<file path="config.mk">
export PLATFORM = sky130hd
export DESIGN_NAME = i2c_dma_transaction_sequencer_core
export DESIGN_NICKNAME = d
export VERILOG_FILES = /design/src/rtl/core/i2cseq_pkg.sv /design/src/rtl/core/i2c_dma_transaction_sequencer_core.sv
export SDC_FILE = /design/constraint.sdc
export NUM_CORES = 1
export LEC_CHECK = 0
export BUFFER_PORTS_ARGS = -buffer_cell sky130_fd_sc_hd__buf_2
export CORE_MARGIN = 1
export CORE_UTILIZATION = 55
export CTS_BUF_LIST = sky130_fd_sc_hd__clkbuf_4 sky130_fd_sc_hd__clkbuf_8 sky130_fd_sc_hd__clkbuf_16
export DETAILED_ROUTE_END_ITERATION = 10
export PLACE_DENSITY = 0.83
export SETUP_SLACK_MARGIN = 0.2
export SLEW_MARGIN = 10
export SYNTH_ARGS = -nofsm -noshare
export SYNTH_HDL_FRONTEND = slang
export SYNTH_SLANG_ARGS = --single-unit
</file>
<file path="constraint.sdc">
create_clock -name clk -period 9.4 [get_ports clk]
set_clock_uncertainty 0.1 [all_clocks]
set_input_delay 1.88 -clock clk [delete_from_list [all_inputs] [get_ports clk]]
set_output_delay 1.88 -clock clk [all_outputs]
set_load 0.03 [all_outputs]
</file>
<file path="src/rtl/core/i2cseq_pkg.sv">
// ----------------------------------------------------------------------------
// i2cseq_pkg: shared types and codes for the i2c dma transaction sequencer
// event codes, reply codes, bus command codes and the result record
// ----------------------------------------------------------------------------
package i2cseq_pkg;

	localparam int COUNTER_WIDTH_DEFAULT = 16;
	localparam logic [7:0] STALL_LIMIT_RESET = 8'd3;
	localparam logic [7:0] TICK_MAX = 8'hFF;

	// event codes
	localparam logic [2:0] ACT_READ_REQ   = 3'd0;
	localparam logic [2:0] ACT_WRITE_REQ  = 3'd1;
	localparam logic [2:0] ACT_WR_RD_REQ  = 3'd2;
	localparam logic [2:0] ACT_DMA_DONE   = 3'd3;
	localparam logic [2:0] ACT_IRQ        = 3'd4;
	localparam logic [2:0] ACT_DELIVER    = 3'd5;
	localparam logic [2:0] ACT_WATCHDOG   = 3'd6;
	localparam logic [2:0] ACT_CLEAR_ERR  = 3'd7;

	// dma channels
	localparam logic CHAN_READ  = 1'b0;
	localparam logic CHAN_WRITE = 1'b1;

	// reply kinds
	localparam logic [1:0] KIND_NONE  = 2'd0;
	localparam logic [1:0] KIND_READ  = 2'd1;
	localparam logic [1:0] KIND_WRITE = 2'd2;
	localparam logic [1:0] KIND_WR_RD = 2'd3;

	// reply status
	localparam logic [1:0] STS_OK        = 2'd0;
	localparam logic [1:0] STS_READ_ERR  = 2'd1;
	localparam logic [1:0] STS_WRITE_ERR = 2'd2;
	localparam logic [1:0] STS_OTHER_ERR = 2'd3;

	// dma masks
	localparam logic [1:0] DMA_NONE  = 2'b00;
	localparam logic [1:0] DMA_READ  = 2'b01;
	localparam logic [1:0] DMA_WRITE = 2'b10;
	localparam logic [1:0] DMA_BOTH  = 2'b11;

	// bus start commands
	localparam logic [1:0] BUS_NONE       = 2'd0;
	localparam logic [1:0] BUS_READ       = 2'd1;
	localparam logic [1:0] BUS_WRITE_STOP = 2'd2;
	localparam logic [1:0] BUS_WRITE_HOLD = 2'd3;

	// master-on-bus interrupt control
	localparam logic [1:0] MB_KEEP    = 2'd0;
	localparam logic [1:0] MB_ENABLE  = 2'd1;
	localparam logic [1:0] MB_DISABLE = 2'd2;

	// warnings
	localparam logic [1:0] WARN_NONE    = 2'd0;
	localparam logic [1:0] WARN_IRQ     = 2'd1;
	localparam logic [1:0] WARN_DMA     = 2'd2;
	localparam logic [1:0] WARN_STALL   = 2'd3;

	typedef struct packed {
		logic [1:0]  reply_kind;
		logic [1:0]  reply_status;
		logic [1:0]  abort_mask;
		logic [1:0]  queue_mask;
		logic [1:0]  bus_start;
		logic [6:0]  bus_address;
		logic [7:0]  bus_length;
		logic [1:0]  mb_irq_control;
		logic        recover_bus;
		logic [1:0]  warning;
		logic [15:0] bus_error_total;
		logic [15:0] stall_recoveries;
	} result_t;

endpackage

</file>
<file path="src/rtl/core/i2c_dma_transaction_sequencer_core.sv">
// ----------------------------------------------------------------------------
// i2c_dma_transaction_sequencer_core: host-mode i2c transaction sequencer
// turns request, dma, interrupt and tick events into dma/bus commands and replies
// ----------------------------------------------------------------------------
// usage
//  - event channel: in_valid/in_stall carry one event per request (action plus
//    its fields); a request is taken when in_valid is high and in_stall is low
//  - result channel: out_valid/out_stall carry exactly one result per event,
//    in event order; the result is taken when out_valid is high and out_stall low
//  - config channel: cfg_valid/cfg_ready write stall_limit; cfg_ready is always
//    high, writes are meant to happen only while the block is idle
//  - pipeline: an event passes one event register and then one result register,
//    with the transaction state updated in between
//  - throughput: one event per clock if unstalled; the next-state logic is a single
//    short decode of the event against the transaction state, so nothing iterates
//  - stall: while the result register is full and stalled, the event register
//    holds its request; a new event is refused only once both are occupied
//  - reset (arst_n low): transaction idle, pending status ok, all counters zero,
//    stall_limit back to 3, both pipeline stages empty
//  - bus_error_total and stall_recoveries show the low 16 bits of counters of
//    COUNTER_WIDTH bits that saturate at their all-ones value
// ----------------------------------------------------------------------------
module i2c_dma_transaction_sequencer_core #(
	parameter int COUNTER_WIDTH = i2cseq_pkg::COUNTER_WIDTH_DEFAULT
) (
	input  logic        clk,
	input  logic        arst_n,

	// configuration write channel
	input  logic        cfg_valid,
	output logic        cfg_ready,
	input  logic [7:0]  cfg_data,

	// event channel
	input  logic        in_valid,
	output logic        in_stall,
	input  logic [2:0]  action,
	input  logic        dma_channel,
	input  logic        irq_error,
	input  logic [5:0]  error_flags,
	input  logic        bus_owned,
	input  logic        rx_nack,
	input  logic [6:0]  device_address,
	input  logic [7:0]  write_length,
	input  logic [7:0]  read_length,

	// result channel
	output logic        out_valid,
	input  logic        out_stall,
	output logic [1:0]  reply_kind,
	output logic [1:0]  reply_status,
	output logic [1:0]  abort_mask,
	output logic [1:0]  queue_mask,
	output logic [1:0]  bus_start,
	output logic [6:0]  bus_address,
	output logic [7:0]  bus_length,
	output logic [1:0]  mb_irq_control,
	output logic        recover_bus,
	output logic [1:0]  warning,
	output logic [15:0] bus_error_total,
	output logic [15:0] stall_recoveries
);
	import i2cseq_pkg::*;

	// transaction states
	localparam logic [3:0] ST_IDLE       = 4'd0;
	localparam logic [3:0] ST_READ       = 4'd1;
	localparam logic [3:0] ST_WRITE      = 4'd2;
	localparam logic [3:0] ST_WR_WRITING = 4'd3;
	localparam logic [3:0] ST_WR_WAIT    = 4'd4;
	localparam logic [3:0] ST_WR_READING = 4'd5;
	localparam logic [3:0] ST_DONE_READ  = 4'd6;
	localparam logic [3:0] ST_DONE_WRITE = 4'd7;
	localparam logic [3:0] ST_DONE_WR    = 4'd8;

	localparam logic [COUNTER_WIDTH-1:0] CNT_MAX = {COUNTER_WIDTH{1'b1}};

	// event register
	logic        vld_s1;
	logic [2:0]  act_s1;
	logic        chan_s1;
	logic        irq_err_s1;
	logic [5:0]  eflags_s1;
	logic        mob_s1;
	logic        nack_s1;
	logic [6:0]  addr_s1;
	logic [7:0]  wlen_s1;
	logic [7:0]  rlen_s1;

	// transaction state
	logic [3:0]               state_q;
	logic [1:0]               pend_q;
	logic [6:0]               stash_addr_q;
	logic [7:0]               stash_rlen_q;
	logic [COUNTER_WIDTH-1:0] err_cnt_q;
	logic [7:0]               tick_q;
	logic [COUNTER_WIDTH-1:0] rec_cnt_q;
	logic [7:0]               stall_limit_q;

	// result register
	logic    out_vld_q;
	result_t res_q;

	// next-state and result
	logic [3:0]               state_d;
	logic [1:0]               pend_d;
	logic [6:0]               stash_addr_d;
	logic [7:0]               stash_rlen_d;
	logic [COUNTER_WIDTH-1:0] err_cnt_d;
	logic [7:0]               tick_d;
	logic [COUNTER_WIDTH-1:0] rec_cnt_d;
	result_t                  res_d;

	logic                     advance;
	logic                     do_handoff;
	logic                     in_flight;
	logic [2:0]               err_bits;
	logic [COUNTER_WIDTH:0]   err_sum;
	logic [COUNTER_WIDTH:0]   rec_sum;
	logic [7:0]               tick_inc;

	// the event stage moves on whenever the result register is free or drained
	assign advance   = !out_vld_q || !out_stall;
	assign in_stall  = vld_s1 && !advance;
	assign cfg_ready = 1'b1;

	always_ff @(posedge clk or negedge arst_n) begin
		if (!arst_n) begin
			stall_limit_q <= STALL_LIMIT_RESET;
		end else if (cfg_valid && cfg_ready) begin
			stall_limit_q <= cfg_data;
		end
	end

	// event register, an empty stage takes a request even while the output waits
	always_ff @(posedge clk or negedge arst_n) begin
		if (!arst_n) begin
			vld_s1 <= 1'b0;
		end else if (!in_stall) begin
			vld_s1 <= in_valid;
		end
	end

	always_ff @(posedge clk) begin
		if (in_valid && !in_stall) begin
			act_s1     <= action;
			chan_s1    <= dma_channel;
			irq_err_s1 <= irq_error;
			eflags_s1  <= error_flags;
			mob_s1     <= bus_owned;
			nack_s1    <= rx_nack;
			addr_s1    <= device_address;
			wlen_s1    <= write_length;
			rlen_s1    <= read_length;
		end
	end

	// error flag count, each set flag is one error
	always_comb begin
		err_bits = 3'd0;
		for (int i = 0; i < 6; i++) begin
			err_bits = err_bits + {2'b00, eflags_s1[i]};
		end
	end

	assign err_sum   = {1'b0, err_cnt_q} + (COUNTER_WIDTH+1)'(err_bits);
	assign rec_sum   = {1'b0, rec_cnt_q} + (COUNTER_WIDTH+1)'(1);
	assign tick_inc  = (tick_q == TICK_MAX) ? tick_q : tick_q + 8'd1;
	assign in_flight = (state_q == ST_READ) || (state_q == ST_WRITE) ||
		(state_q == ST_WR_WRITING) || (state_q == ST_WR_WAIT) ||
		(state_q == ST_WR_READING);

	// event decode against the current transaction state
	always_comb begin
		state_d      = state_q;
		pend_d       = pend_q;
		stash_addr_d = stash_addr_q;
		stash_rlen_d = stash_rlen_q;
		err_cnt_d    = err_cnt_q;
		tick_d       = tick_q;
		rec_cnt_d    = rec_cnt_q;
		res_d        = '0;
		do_handoff   = 1'b0;

		case (act_s1)
			ACT_READ_REQ: begin
				if (state_q != ST_IDLE) begin
					res_d.reply_kind   = KIND_READ;
					res_d.reply_status = STS_OTHER_ERR;
				end else begin
					state_d           = ST_READ;
					res_d.queue_mask  = DMA_READ;
					res_d.bus_start   = BUS_READ;
					res_d.bus_address = addr_s1;
					res_d.bus_length  = rlen_s1;
				end
			end
			ACT_WRITE_REQ: begin
				if (state_q != ST_IDLE || wlen_s1 == 8'd0) begin
					res_d.reply_kind   = KIND_WRITE;
					res_d.reply_status = STS_OTHER_ERR;
				end else begin
					state_d           = ST_WRITE;
					res_d.queue_mask  = DMA_WRITE;
					res_d.bus_start   = BUS_WRITE_STOP;
					res_d.bus_address = addr_s1;
					res_d.bus_length  = wlen_s1;
				end
			end
			ACT_WR_RD_REQ: begin
				if (state_q != ST_IDLE || wlen_s1 == 8'd0 || rlen_s1 == 8'd0) begin
					res_d.reply_kind   = KIND_WR_RD;
					res_d.reply_status = STS_OTHER_ERR;
				end else begin
					// read half starts later from the stashed address and length
					state_d           = ST_WR_WRITING;
					stash_addr_d      = addr_s1;
					stash_rlen_d      = rlen_s1;
					res_d.queue_mask  = DMA_BOTH;
					res_d.bus_start   = BUS_WRITE_HOLD;
					res_d.bus_address = addr_s1;
					res_d.bus_length  = wlen_s1;
				end
			end
			ACT_DMA_DONE: begin
				if (state_q == ST_READ || state_q == ST_WR_READING) begin
					if (chan_s1 != CHAN_READ) begin
						res_d.warning = WARN_DMA;
					end else begin
						pend_d  = STS_OK;
						state_d = (state_q == ST_READ) ? ST_DONE_READ : ST_DONE_WR;
					end
				end else if (state_q == ST_WRITE || state_q == ST_WR_WRITING) begin
					if (chan_s1 != CHAN_WRITE) begin
						res_d.warning = WARN_DMA;
					end else if (state_q == ST_WRITE) begin
						pend_d  = STS_OK;
						state_d = ST_DONE_WRITE;
					end else begin
						// write half done, wait for the master-on-bus handoff
						state_d              = ST_WR_WAIT;
						res_d.mb_irq_control = MB_ENABLE;
						do_handoff           = mob_s1;
					end
				end
			end
			ACT_IRQ: begin
				if (irq_err_s1) begin
					err_cnt_d = err_sum[COUNTER_WIDTH] ? CNT_MAX : err_sum[COUNTER_WIDTH-1:0];
					case (state_q)
						ST_READ: begin
							res_d.abort_mask = DMA_READ;
							pend_d           = STS_READ_ERR;
							state_d          = ST_DONE_READ;
						end
						ST_WRITE: begin
							res_d.abort_mask = DMA_WRITE;
							pend_d           = STS_WRITE_ERR;
							state_d          = ST_DONE_WRITE;
						end
						ST_WR_WAIT, ST_WR_WRITING: begin
							if (state_q == ST_WR_WAIT) begin
								res_d.mb_irq_control = MB_DISABLE;
							end
							res_d.abort_mask = DMA_BOTH;
							pend_d           = STS_WRITE_ERR;
							state_d          = ST_DONE_WR;
						end
						ST_WR_READING: begin
							res_d.abort_mask = DMA_READ;
							pend_d           = STS_READ_ERR;
							state_d          = ST_DONE_WR;
						end
						default: begin
							res_d.warning = WARN_IRQ;
						end
					endcase
				end else if (mob_s1) begin
					if (state_q == ST_WR_WAIT) begin
						do_handoff = 1'b1;
					end else begin
						res_d.mb_irq_control = MB_DISABLE;
						res_d.warning        = WARN_IRQ;
					end
				end
			end
			ACT_DELIVER: begin
				if (state_q == ST_DONE_READ || state_q == ST_DONE_WRITE ||
						state_q == ST_DONE_WR) begin
					res_d.reply_kind   = (state_q == ST_DONE_READ)  ? KIND_READ :
						(state_q == ST_DONE_WRITE) ? KIND_WRITE : KIND_WR_RD;
					res_d.reply_status = pend_q;
					state_d            = ST_IDLE;
				end
			end
			ACT_WATCHDOG: begin
				if (!in_flight) begin
					tick_d = 8'd0;
				end else if (tick_inc >= stall_limit_q) begin
					// forced recovery, reply goes out now with other_err
					state_d = ST_IDLE;
					tick_d  = 8'd0;
					if (state_q == ST_READ) begin
						res_d.abort_mask = DMA_READ;
						res_d.reply_kind = KIND_READ;
					end else if (state_q == ST_WRITE) begin
						res_d.abort_mask = DMA_WRITE;
						res_d.reply_kind = KIND_WRITE;
					end else begin
						res_d.abort_mask = DMA_BOTH;
						res_d.reply_kind = KIND_WR_RD;
					end
					res_d.reply_status   = STS_OTHER_ERR;
					res_d.mb_irq_control = MB_DISABLE;
					res_d.recover_bus    = 1'b1;
					res_d.warning        = WARN_STALL;
					rec_cnt_d = rec_sum[COUNTER_WIDTH] ? CNT_MAX : rec_sum[COUNTER_WIDTH-1:0];
				end else begin
					tick_d = tick_inc;
				end
			end
			default: begin
				err_cnt_d = '0;
			end
		endcase

		// master-on-bus handoff in the write-then-read
		if (do_handoff) begin
			res_d.mb_irq_control = MB_DISABLE;
			if (nack_s1) begin
				res_d.abort_mask = res_d.abort_mask | DMA_READ;
				pend_d           = STS_WRITE_ERR;
				state_d          = ST_DONE_WR;
			end else begin
				state_d           = ST_WR_READING;
				res_d.bus_start   = BUS_READ;
				res_d.bus_address = stash_addr_q;
				res_d.bus_length  = stash_rlen_q;
			end
		end

		res_d.bus_error_total  = 16'(err_cnt_d);
		res_d.stall_recoveries = 16'(rec_cnt_d);
	end

	// transaction state, committed as the event moves into the result register
	always_ff @(posedge clk or negedge arst_n) begin
		if (!arst_n) begin
			state_q      <= ST_IDLE;
			pend_q       <= STS_OK;
			stash_addr_q <= '0;
			stash_rlen_q <= '0;
			err_cnt_q    <= '0;
			tick_q       <= '0;
			rec_cnt_q    <= '0;
		end else if (advance && vld_s1) begin
			state_q      <= state_d;
			pend_q       <= pend_d;
			stash_addr_q <= stash_addr_d;
			stash_rlen_q <= stash_rlen_d;
			err_cnt_q    <= err_cnt_d;
			tick_q       <= tick_d;
			rec_cnt_q    <= rec_cnt_d;
		end
	end

	// result register
	always_ff @(posedge clk or negedge arst_n) begin
		if (!arst_n) begin
			out_vld_q <= 1'b0;
		end else if (advance) begin
			out_vld_q <= vld_s1;
		end
	end

	always_ff @(posedge clk) begin
		if (advance && vld_s1) begin
			res_q <= res_d;
		end
	end

	assign out_valid        = out_vld_q;
	assign reply_kind       = res_q.reply_kind;
	assign reply_status     = res_q.reply_status;
	assign abort_mask       = res_q.abort_mask;
	assign queue_mask       = res_q.queue_mask;
	assign bus_start        = res_q.bus_start;
	assign bus_address      = res_q.bus_address;
	assign bus_length       = res_q.bus_length;
	assign mb_irq_control   = res_q.mb_irq_control;
	assign recover_bus      = res_q.recover_bus;
	assign warning          = res_q.warning;
	assign bus_error_total  = res_q.bus_error_total;
	assign stall_recoveries = res_q.stall_recoveries;

	// a status only comes with a reply
	a_status_needs_reply: assert property (@(posedge clk) disable iff (!arst_n)
		out_valid |-> (reply_kind != KIND_NONE || reply_status == STS_OK))
		else $error("reply status without reply kind");

	// no bus command means no address or length
	a_idle_bus_fields: assert property (@(posedge clk) disable iff (!arst_n)
		(out_valid && bus_start == BUS_NONE) |-> (bus_address == 7'd0 && bus_length == 8'd0))
		else $error("bus fields set without a bus start");

	// a bus recovery is always a stall recovery with other_err and interrupt off
	a_recover_shape: assert property (@(posedge clk) disable iff (!arst_n)
		(out_valid && recover_bus) |-> (warning == WARN_STALL &&
			mb_irq_control == MB_DISABLE && reply_status == STS_OTHER_ERR))
		else $error("bus recovery with inconsistent result");

	// a new bus start only ever leaves idle or the write-then-read handoff
	a_start_from_idle: assert property (@(posedge clk) disable iff (!arst_n)
		(advance && vld_s1 && res_d.bus_start != BUS_NONE) |->
			(state_q == ST_IDLE || state_q == ST_WR_WAIT || state_q == ST_WR_WRITING))
		else $error("bus start issued mid transaction");

endmodule

</file>
=== Word-level counts from Yosys, hierarchy flattened ===
Cells that the tools add are included.
Widths: inputs -> output; s select.

* Logic and storage cells: 188
* Flip-flop bits (word level): 169
* Output and inout port bits: 65
* Input bits: 49

* Add/sub/neg operators: 8
* Reductions and logical operators: 33
* Bitwise gates (word level): 1
* Multiplexer cells: 88
* Order comparisons: 1
* Eq/ne operators: 26

{| class="wikitable"
|+ Operators by type and width
! kind !! number
|-
| $mux 16 || 6
|-
| $mux 4 || 17
|-
| $mux 19 || 3
|-
| $pmux 19 s3 || 1
|-
| $mux 2 || 22
|-
| $pmux 16 s2 || 1
|-
| $pmux 4 s7 || 1
|-
| $mux 8 || 3
|-
| $ne 3x3->1 const B || 7
|-
| $pmux 4 s5 || 1
|-
| $mux 1 || 18
|-
| $mux 18 || 1
|-
| $pmux 2 s3 || 3
|-
| $add 16x1->17 const B || 1
|-
| $add 16x3->17 || 1
|-
| $mux 17 || 1
|-
| $eq 4x3->1 const B || 4
|-
| $logic_not 8->1 || 2
|-
| $reduce_and 13->1 || 1
|-
| $mux 6 || 2
|-
| $ne 4x4->1 const B || 3
|-
| $pmux 2 s2 || 3
|-
| $pmux 4 s3 || 1
|-
| $logic_or 1x1->1 || 11
|-
| other kinds (28) || 43
|}

=== Logic depth before layout (Yosys ltp) ===
* Word-level depth: 9
* Gate-level depth with buffers: 15
* Depth with buffers taken out: 14

=== Worst setup path after synthesis ===
Ideal clock, no wire load.

* Path type: input -> register
* Start: in out_stall
* End: reg err_cnt_q[7]
* Required time: 9.171 ns
* Path buffers: 1
* Arrival: 4.756 ns
* Stages on the path: 7
* Slack: 4.415 ns
* Library setup time: 0.129 ns
* Cell sequence: nand2_1 -> nand2_1 -> clkinv_1 -> clkbuf_1 -> nand2_1 -> nand2_1 -> nand3_1

* Cells in the longest elaborated chain, start to end: 3

{| class="wikitable"
|+ Ends and longest elaborated chain
! what !! line !! RTL
|-
| from (decl) || i2c_dma_transaction_sequencer_core.sv:49 || <nowiki>input logic out_stall,</nowiki>
|-
| $logic_not 1->1 || i2c_dma_transaction_sequencer_core.sv:123 || <nowiki>assign advance = !out_vld_q || !out_stall;</nowiki>
|-
| $logic_or 1x1->1 || i2c_dma_transaction_sequencer_core.sv:123 ||
|-
| $logic_and 1x1->1 || i2c_dma_transaction_sequencer_core.sv:356 || <nowiki>end else if (advance && vld_s1) begin</nowiki>
|-
| to (signal assigned) || i2c_dma_transaction_sequencer_core.sv:361 || <nowiki>err_cnt_q <= err_cnt_d;</nowiki>
|-
| to (decl) || i2c_dma_transaction_sequencer_core.sv:95 || <nowiki>logic [COUNTER_WIDTH-1:0] err_cnt_q;</nowiki>
|}

Every way passes these cells.
A chain may end at the register's enable or synchronous reset.

==> metrics.txt <==
# TYPE chip_impl_metric gauge
chip_impl_metric{name="port_buffers",unit=""} 112
chip_impl_metric{name="grt_pass1_vias",unit=""} 5725
chip_impl_metric{name="clock_transition_at_the_registers_of_the_reported_paths",unit="ns"} 0.06
chip_impl_info{name="crit_path_capture_type",value="flip-flop"} 1
chip_impl_metric{name="synthesis.yosys.warnings",unit=""} 0
chip_impl_metric{name="area_growth_from_synthesis_to_layout",unit="%"} 15.3
chip_impl_metric{name="gr-usage-all-layers",unit="%"} 24.4
chip_impl_metric{name="global_route.overflow_total",unit=""} 0
chip_impl_metric{name="post_route_cells_drive_above_1_share",unit="%"} 23.1
chip_impl_metric{name="dpl.hpwl",unit="um"} 11800
chip_impl_metric{name="netSwitchingFraction",unit="%"} 30.1
chip_impl_metric{name="wl_per_cell",unit="um"} 17.5
chip_impl_info{name="layout_commonest_cell",value="buf_2"} 1
chip_impl_metric{name="core_region_area",unit="mm2"} 0.0145
chip_impl_metric{name="grt_start_max_net_pins",unit=""} 77
chip_impl_metric{name="die_x",unit="um"} 124
chip_impl_info{name="run_status",value="complete, no violations"} 1
chip_impl_metric{name="yosys.area.top_type_share",unit="%"} 36.2
chip_impl_metric{name="comb_power_share",unit="%"} 17.7
chip_impl_info{name="grt_setup_unrepaired",value="no"} 1
chip_impl_metric{name="synth_cell_type_count",unit=""} 70
chip_impl_metric{name="initial_util",unit="%"} 56.2
chip_impl_metric{name="routed_via_count",unit=""} 6370
chip_impl_metric{name="ctsResizeCount",unit=""} 0
chip_impl_metric{name="clk_latency",unit="ns"} 0.43
chip_impl_metric{name="slew_viol_final",unit=""} 0
chip_impl_metric{name="power_switching",unit="uW"} 601
chip_impl_metric{name="grt_antenna_before_repair",unit=""} 0
chip_impl_metric{name="timing.slew.headroom",unit="%"} 33.4
chip_impl_metric{name="htree_num_levels",unit=""} 4
chip_impl_metric{name="internal_power",unit="uW"} 1400
chip_impl_metric{name="detailedRoute.firstPassIterationCount",unit=""} 6
chip_impl_metric{name="cts_hold_repair.buffers",unit=""} 0
chip_impl_info{name="cp_startpoint_kind",value="flip-flop"} 1
chip_impl_metric{name="crit_path_max_fanout",unit=""} 13
chip_impl_metric{name="postSynthRegisterBits",unit=""} 169
chip_impl_metric{name="pwr-share-clk",unit="%"} 33.8
chip_impl_metric{name="p_leak",unit="uW"} 0.00397
chip_impl_metric{name="finalWorstPathRequiredPeriod",unit="ns"} 4.77
chip_impl_metric{name="syn_nets",unit=""} 788
chip_impl_metric{name="hold_violation_count_in_the_final_report",unit=""} 0
chip_impl_metric{name="cts.path.max_buffers",unit=""} 2
chip_impl_metric{name="timing.fmax",unit="MHz"} 210
chip_impl_info{name="layout.cells.most_common_list",value="112 x buf_2, 98 x edfxtp_1, 69 x dfrtp_1"} 1
chip_impl_info{name="synth_area_leader_cell",value="edfxtp_1"} 1
chip_impl_metric{name="power.ir.vdd_worst",unit="V"} 0.000130
chip_impl_metric{name="placementRows",unit=""} 44
chip_impl_metric{name="drt_total_wl",unit="um"} 17800
chip_impl_metric{name="power_density",unit="mW/mm2"} 213
chip_impl_metric{name="clkSinkCount",unit=""} 169
chip_impl_metric{name="post_synth_instance_area",unit="mm2"} 0.00813
chip_impl_metric{name="data_arrival_at_the_endpoint_of_the_critical_path",unit="ns"} 4.86
chip_impl_metric{name="power.sequential.fraction",unit="%"} 48.5
chip_impl_info{name="synth_top_flop_cell",value="edfxtp_1"} 1
chip_impl_metric{name="ant_nets",unit=""} 0
chip_impl_metric{name="synth_enable_flop_cells",unit=""} 98
chip_impl_info{name="clk_root_buffer_cell",value="clkbuf_16"} 1
chip_impl_metric{name="gpl.final_weighted_congestion",unit=""} 0.901
chip_impl_metric{name="post-layout-total-power",unit="uW"} 2000
chip_impl_metric{name="synth_async_sr_flop_share",unit="%"} 42.0
chip_impl_metric{name="cts_setup_buffers",unit=""} 0
chip_impl_metric{name="timing.final.setup_violations",unit=""} 0
chip_impl_metric{name="die-area",unit="mm2"} 0.0153
chip_impl_metric{name="period_share",unit="%"} 50.7
chip_impl_info{name="worst_hold_path_type",value="reg2reg"} 1
chip_impl_metric{name="drt-initial-drc-count",unit=""} 721
chip_impl_metric{name="cp_data_required_time",unit="ns"} 9.49
chip_impl_info{name="synth.top_cells.by_area",value="edfxtp_1 36%, dfrtp_1 21%, a21oi_1 3.7%"} 1
chip_impl_info{name="cts_tree",value="yes"} 1
chip_impl_metric{name="die_height",unit="um"} 124
chip_impl_metric{name="wire_length_of_the_first_global_routing_pass",unit="um"} 28100
chip_impl_metric{name="synth-seq-area-share",unit="%"} 58.1
chip_impl_info{name="critical_setup_path_kind",value="reg2reg"} 1
chip_impl_metric{name="number_of_maximum_capacitance_violations",unit=""} 0
chip_impl_metric{name="cts_inserted_buffers",unit=""} 17
chip_impl_metric{name="setup_total_negative_slack",unit="ns"} 0
chip_impl_metric{name="antenna-diode-count",unit=""} 0
chip_impl_metric{name="drt-vias-per-instance",unit=""} 6.25
chip_impl_metric{name="netlist_instances",unit=""} 722
chip_impl_metric{name="detail_route.drc_violations",unit=""} 0
chip_impl_metric{name="boundaryPins",unit=""} 114
chip_impl_metric{name="post_layout_nets",unit=""} 888
chip_impl_metric{name="syn_area_cell",unit="um2"} 11.3
chip_impl_metric{name="timing_worst_slew_pin_value",unit="ns"} 0.974
[sequential cells by signal, indices dropped and copies added (netlist names), 3 cells and up]
name	count
addr_s1	7
rec_cnt_q	16
err_cnt_q	16
rlen_s1	8
eflags_s1	6
act_s1	3
stash_addr_q	7
tick_q	8
state_q	4
wlen_s1	8
stash_rlen_q	8
stall_recoveries	16
bus_length	8
bus_error_total	16
bus_address	7
stall_limit_q	8
[final cells by class]
cell class | instances | area (um2)
Inverter | 34 | 128
Multi-Input combinational cell | 485 | 3140
Timing Repair Buffer | 115 | 583
Fill cell | 1115 | 5100
Tap cell | 184 | 230
Clock inverter | 14 | 143
Clock buffer | 18 | 433
Sequential cell | 169 | 4720
[per-stage QoR]
stage	std cells	worst slack [ns]	hold WS, ns	cell area, um2	utilization [%]
6_report	1019	4.63	0.401	9380	64.8
5_1_grt	1019	4.21	0.427	9380	64.8
4_1_cts	1019	4.67	0.410	9380	64.8
3_5_place_dp	987	4.69	0.391	8800	60.8
3_3_place_gp	987	4.86	0.375	8800	60.8
2_1_floorplan	722	4.41	0.357	8130	-
[power groups by stage]
stage          registers (uW)  logic, uW  clock network (uW)
3_5_place_dp              981        350                   0
4_1_cts                   967        353                 684
3_3_place_gp              976        340                   0
5_1_grt                   980        391                 716
6_report                  970        354                 676
2_1_floorplan             989        244                   0
[final timing paths]
check	from	end	slack, ns	cells past startpoint
max	tick_q[0]$_DFFE_PN0P_	reply_status[0]$_DFFE_PP_	4.63	14
max reg2reg	tick_q[0]$_DFFE_PN0P_	reply_status[0]$_DFFE_PP_	4.63	14
min	vld_s1$_DFFE_PN0N_	out_valid$_DFFE_PN0N_	0.40	1
min in group asynchronous	arst_n	rec_cnt_q[14]$_DFFE_PN0P_	1.58	2
max in group asynchronous	arst_n	err_cnt_q[10]$_DFFE_PN0P_	7.03	2
min reg2reg	vld_s1$_DFFE_PN0N_	out_valid$_DFFE_PN0N_	0.40	1
[cells in the mapped netlist, types with 4 or more instances]
cell,instances
a211oi_1,6
a21o_1,4
a21oi_1,60
a221o_1,4
a222oi_1,8
a22o_1,14
a31oi_1,26
and2_1,9
and3_1,16
and4_1,8
clkbuf_1,27
dfrtp_1,69
edfxtp_1,98
fa_1,4
ha_1,13
inv_1,33
mux2_2,24
mux2i_1,4
nand2_1,53
nand2b_1,9
nand3_1,27
nand4_1,5
nor2_1,50
nor2b_1,8
nor3_1,16
nor4_1,6
o21a_1,5
o21ai_0,38
or2_2,9
or3_1,4
[per-layer routing]
metal	vias to the layer above	share of wire [%]	GRT usage [%]
met1	3076	42	32.2
met3	36	7.0	5.59
li1	2935	-	-
met2	323	49	39.0
met4	0	2.2	9.86
met5	-	0	0
[logic make-up (layout without fill, tap and decap cells)]
kind of cell	after synthesis	after routing	share of synthesized area [%]
AOI/OAI and AO/OA	199	199	16.2
xor gates and xnor gates	4	4	0.431
adders and majority gates	17	17	2.98
buffers and inverters	68	181	3.32
DFF	169	169	58.1
muxes	30	30	4.09
other	1	1	0.0461
and+or+nand+nor	234	234	14.9
[critical path, cell delays in order, from the launching register on]
cell and delay [ns]:
dfrtp_1 0.44, ha_1 0.22, and3_1 0.20, and3_1 0.23, nand3_1 0.27, nand3_1 0.18, o21a_1 0.16, ha_1 0.24
a211oi_1 0.26, nor2_1 0.08, or2_2 0.31, o2111ai_1 0.76, inv_1 0.48, or2_2 0.43, a21o_1 0.16
Note: power is estimated with default switching activity, not from simulation.
